## config.mk

```make
export PLATFORM = sky130hd
export DESIGN_NAME = adt_entry_ram
export DESIGN_NICKNAME = d
export VERILOG_FILES = /design/src/rtl/adt_pkg.sv /design/src/rtl/adt_entry_ram.sv
export SDC_FILE = /design/constraint.sdc
export NUM_CORES = 2
export LEC_CHECK = 0
export BUFFER_PORTS_ARGS = -buffer_cell sky130_fd_sc_hd__buf_2
export CELL_PAD_IN_SITES_DETAIL_PLACEMENT = 1
export CELL_PAD_IN_SITES_GLOBAL_PLACEMENT = 1
export CORE_MARGIN = 2
export CORE_UTILIZATION = 30
export CTS_BUF_LIST = sky130_fd_sc_hd__clkbuf_4 sky130_fd_sc_hd__clkbuf_8 sky130_fd_sc_hd__clkbuf_16
export DETAILED_ROUTE_END_ITERATION = 16
export PLACE_DENSITY = 0.52
export SLEW_MARGIN = 20
export SYNTH_ARGS = -nofsm -noshare
export SYNTH_HDL_FRONTEND = slang
export SYNTH_SLANG_ARGS = --single-unit
```

## constraint.sdc

```tcl
create_clock -name clk -period 38 [get_ports clk]
set_input_delay 0 -clock clk [delete_from_list [all_inputs] [get_ports clk]]
set_output_delay 0 -clock clk [all_outputs]
set_load 0.01 [all_outputs]
```

## src/rtl/adt_pkg.sv

```systemverilog
`default_nettype none
package adt_pkg;

    localparam int TABLE_DEPTH = 16;
    localparam int IDX_W       = 4;
    localparam int CNT_W       = 5;
    localparam int CFG_IDX_W   = 2;
    localparam int CFG_DATA_W  = 32;

    localparam logic [1:0] ACT_FIRE  = 2'd0;
    localparam logic [1:0] ACT_LIST  = 2'd1;
    localparam logic [1:0] ACT_CLEAR = 2'd2;

    localparam logic [1:0] SEV_INFO     = 2'd0;
    localparam logic [1:0] SEV_CRITICAL = 2'd2;

    localparam logic [CFG_IDX_W-1:0] REG_COOL_CRIT = 2'd0;
    localparam logic [CFG_IDX_W-1:0] REG_COOL_WARN = 2'd1;
    localparam logic [CFG_IDX_W-1:0] REG_COOL_INFO = 2'd2;

    localparam logic [31:0] COOL_CRIT_RST = 32'd60000;
    localparam logic [31:0] COOL_WARN_RST = 32'd300000;
    localparam logic [31:0] COOL_INFO_RST = 32'd900000;

    localparam logic [31:0] COUNT_MAX = 32'hFFFF_FFFF;

    typedef enum logic [3:0] {
        ST_IDLE,
        ST_FIRE_RD,
        ST_FIRE_CHK,
        ST_MIN_RD,
        ST_MIN_CHK,
        ST_SHIFT_RD,
        ST_SHIFT_WR,
        ST_APPEND,
        ST_REFRESH,
        ST_LIST_RD,
        ST_LIST_CHK,
        ST_OUT_RD,
        ST_OUT
    } state_t;

    typedef struct packed {
        logic [1:0]  severity;
        logic [15:0] component;
        logic [15:0] condition;
        logic [63:0] first_time;
        logic [63:0] last_time;
        logic [31:0] count;
    } entry_t;

    typedef struct packed {
        logic [1:0]  action;
        logic [1:0]  severity;
        logic [15:0] component_key;
        logic [15:0] condition_key;
        logic [63:0] now_ms;
        logic [4:0]  list_limit;
    } in_item_t;

    typedef struct packed {
        logic        result_kind;
        logic [3:0]  entry_index;
        logic [1:0]  out_severity;
        logic [15:0] out_component;
        logic [15:0] out_condition;
        logic [63:0] out_first_time;
        logic [63:0] out_last_time;
        logic [31:0] out_occurrences;
        logic        last_of_run;
    } out_item_t;

    // Selects the cooldown window for a severity code.
    function automatic logic [31:0] window_of(input logic [1:0] sev,
                                              input logic [31:0] crit,
                                              input logic [31:0] warn,
                                              input logic [31:0] info);
        logic [31:0] w;
        unique case (sev)
            SEV_INFO:     w = info;
            SEV_CRITICAL: w = crit;
            default:      w = warn;
        endcase
        return w;
    endfunction

endpackage
`default_nettype wire

```

## src/rtl/adt_entry_ram.sv

```systemverilog
`default_nettype none
module adt_entry_ram (
    input  wire logic                     clk,
    input  wire logic                     we,
    input  wire logic [adt_pkg::IDX_W-1:0] waddr,
    input  wire adt_pkg::entry_t          wdata,
    input  wire logic [adt_pkg::IDX_W-1:0] raddr,
    output adt_pkg::entry_t               rdata
);
    import adt_pkg::*;

    entry_t mem [TABLE_DEPTH];
    entry_t rdata_reg;

    // One write and one registered read per cycle.
    always_ff @(posedge clk)
    begin
        if (we)
        begin
            mem[waddr] <= wdata;
        end
        rdata_reg <= mem[raddr];
    end

    assign rdata = rdata_reg;
endmodule
`default_nettype wire

```

== Word-level counts from Yosys, hierarchy flattened ==
Memories as Yosys holds them, arrays and structs flattened. A register that Yosys moved wholly into a read port is not among the register bits.
Index checks and enable logic that the tools add are counted.
Storage, ports and cells
  output and inout bits: 194
  bits in writable memories: 3104
  memories kept: 1
  flip-flop bits (word level): 0
Operators by class
  multiplexer cells: 2
Memory list
  mem: depth 16, bits a word 194, rd ports 1, clocked after Yosys merged registers in 1, write ports 1, RTL line adt_entry_ram.sv:12  | entry_t mem [TABLE_DEPTH];
Operator list (count)
  1-bit two-way mux: 2

== Longest topological paths before layout ==
  depth in word-level cells: 2
  depth in mapped cells: 7
  depth with buffers taken out: 3

== Worst setup path after synthesis ==
No wires, ideal clock.
  path type: input to register
  start point: input port waddr[2] (netlist name)
  end point: memory mem[0][0] (netlist name) (enable)
  cell stages on the path: 2
  data required time: 37.011 ns
  library setup time: 0.989 ns
  setup slack: 23.434 ns
  data arrival time: 13.577 ns
  cell sequence: or3b_2 nor3_1
RTL lines
  start, declared: RTL line adt_entry_ram.sv:5  | input wire logic [adt_pkg::IDX_W-1:0] waddr,
  end, declared: RTL line adt_entry_ram.sv:12
No word-level cell before the write port.

==> metrics.txt <==
Syn Inst Count=5075; final hold vios=0; CTS H-tree depth=5; flop-to-flop setup slack=35770 ps; worst-margin pin slew=1080 ps; Clock Pin Slew Worst Setup and Hold Paths=60 ps; maximum clock rate=184 MHz; Max Cap Viol=0; port bufs=397; Chip Height=637 um; HP Class=in -> reg; Worst Path Buf+Inv=7; EDFF count, synth=3104; Worst setup EP type=register; CP Class=in -> reg; Post-DRT Antenna Nets=0; CP max-delay cell=buf_4; clock buffer count from CTS=369; count leader, synth=edfxtp_1; hold_ws=68.1 ps; Max stage delay on crit path=890 ps; RSZ-0062 raised after global routing=no; Starting Density=0.301; TNS Setup=0 ps; Hold Path Depth=2; fin cells=11700; sw power=1780 uW; setup bufs post-CTS=0; TritonCTS clock tree=done; top area cells in the synthesized netlist=edfxtp_1 (77%), mux4_2 (13%), dfxtp_1 (3.2%); Main synth FF type=edfxtp_1; clk buf depth=4; Cells after DPL=10600; register share of total power=0.502; Slew HR=0.279; std cell rows=232; DP HPWL=170000 um; first-pass GRT wire length=476000 um; nets@finish=6298; Synth async-reset ratio=0; PwrDens=56.1 nW/um^2; largest net degree at the start of global routing=90; Syn-to-layout area delta=21.0%; Pleak=0.0468 uW; clock latency on the worst-skew pair=970 ps; final WL=334000 um; Synth area leader=edfxtp_1; via count=57300; Die X=637 um; CORE AREA=399000 um^2; most frequent CP cell=buf_4; r2r startpoint=mem[14][154]; I/O pin cnt=398; Synth cell types=25; outcome=complete, no violations; Final Setup Violations=0; Peak VDD IR=0.0352 mV; FF-to-FF End=rdata[154]; area taken by flip-flops and latches=97100 um^2; WP data required=38820 ps; worst r2r path cells=5; Pwr Total=8170 uW; # fillers=38500; grt total ovfl=0; Clk pwr share=0.448; Slew Limit Fails=0; register area share after synthesis=0.807; Placer Congestion=0.712; total track usage=0.162; kind of cell adding the most delay to the critical path=buffers and inverters; WP data arrival=6250 ps; cts repair resizes=0; Largest register FFs=3104; vias in the first global route=62400; fin crit period=5430 ps; Synth warnings=0; clk sinks=3298; initial antenna violation count=69; crit path cell chain=dlygate4sd3_1 -> buf_12 -> buf_4 -> buf_4 -> buf_4 -> buf_4 -> buf_4 -> mux4_2 -> a22oi_1 -> nand2_1; Post-synth top cells=edfxtp_1 (3104), mux4_2 (721), a22oi_1 (324), dfxtp_1 (194), nand2_1 (141); Layout Skew=53.4 ps; multi-input logic area=22100 um^2; Setup crit start kind=input pin; #FFs+latches synth=3298; routed len/inst=28.6 um; area share of the largest cell type after synthesis=0.775; Clock Tree Root=clkbuf_16; Pint=6390 uW; Post-Syn Nets=5279; drc violations=0; Switching Share=0.218; Worst Hold Launch=wdata[103]; Via-to-Cell Ratio=4.90; die area=406000 um^2; Worst Path Max Fanout=60; layout cell share with drive strength beyond 1=0.317; post-synthesis cell area=120000 um^2; DR iter-0 viols=5120; Gate power share=0.050; drt first pass iters=5; Worst Hold Path EP=mem[9][103]; Avg Inst Size Synth=23.7 um^2; Final period util=0.143
## layout make-up
type,count,area share
flip-flops and latches,3298,0.667
multi-input cells,1507,0.152
clock buffers,493,0.0725
repair buffers,918,0.0483
well taps,5265,0.0453
clock inverters,202,0.0145
diodes,18,0.000310
## metal layers
layer / track usage / routed length [um]
met2: 0.271 / 165000
met4: 0.0347 / 6930
met3: 0.0268 / 16100
met5: 0 / 168
met1: 0.224 / 146000
## per-stage QoR
step / cell area, um^2 / worst slack [ps] / util
after floorplan: 120000 / 23430 / -
final: 146000 / 32570 / 0.364
after global placement: 129000 / 32050 / 0.323
after global routing: 146000 / 31910 / 0.364
after CTS: 145000 / 32350 / 0.364
after detailed placement: 129000 / 31970 / 0.323
## what timing repair did
| item | CTS | global route |
|---|---|---|
| hold buffers | 381 | 0 |
| endpoints found under the setup margin | 0 | 0 |
| endpoints found under the hold margin | 3406 | 0 |
## placed cells by master, fill, tap and decap left out, types with 24 or more instances in the layout
| cell | instances |
|---|---|
| buf_2 | 393 |
| clkbuf_4 | 79 |
| buf_4 | 130 |
| nand2_1 | 141 |
| mux4_2 | 721 |
| clkbuf_8 | 36 |
| dfxtp_1 | 194 |
| o221ai_1 | 35 |
| mux2i_1 | 38 |
| nor2b_1 | 35 |
| edfxtp_1 | 3104 |
| mux2_2 | 101 |
| a22oi_1 | 324 |
| o21ai_0 | 26 |
| nand2b_1 | 24 |
| clkinv_1 | 46 |
| clkinv_2 | 82 |
| clkbuf_16 | 378 |
| bufinv_16 | 27 |
| dlygate4sd3_1 | 381 |
## power by group through the flow
stage / sequential [uW] / clock (uW) / combinational [uW]
2_1_floorplan: 4190 / 0 / 195
3_3_place_gp: 4180 / 0 / 376
3_5_place_dp: 4180 / 0 / 383
4_1_cts: 4110 / 3750 / 422
5_1_grt: 4110 / 3880 / 443
6_report: 4100 / 3660 / 409
## cell families (layout without fill, tap and decap cells)
group | after synthesis | in the layout | share of synthesized area
buffers and inverters | 270 | 1613 | 0.0106
flip-flops | 3298 | 3298 | 0.807
AO/OA/AOI/OAI | 414 | 414 | 0.0260
AND/OR/NAND/NOR | 233 | 233 | 0.00886
multiplexers | 860 | 860 | 0.148
other | 0 | 18 | 0
## worst max-delay path by stage
stage | from | endpoint | depth (start not counted)
after floorplan | waddr[2] | mem[0][0] | 2
after global placement | raddr[0] | rdata[129] | 9
after detailed placement | raddr[0] | rdata[10] | 9
after global routing | raddr[0] | rdata[129] | 10
final | raddr[0] | rdata[129] | 10
after CTS | raddr[0] | rdata[129] | 10
Power figures use the tool's default switching activity.
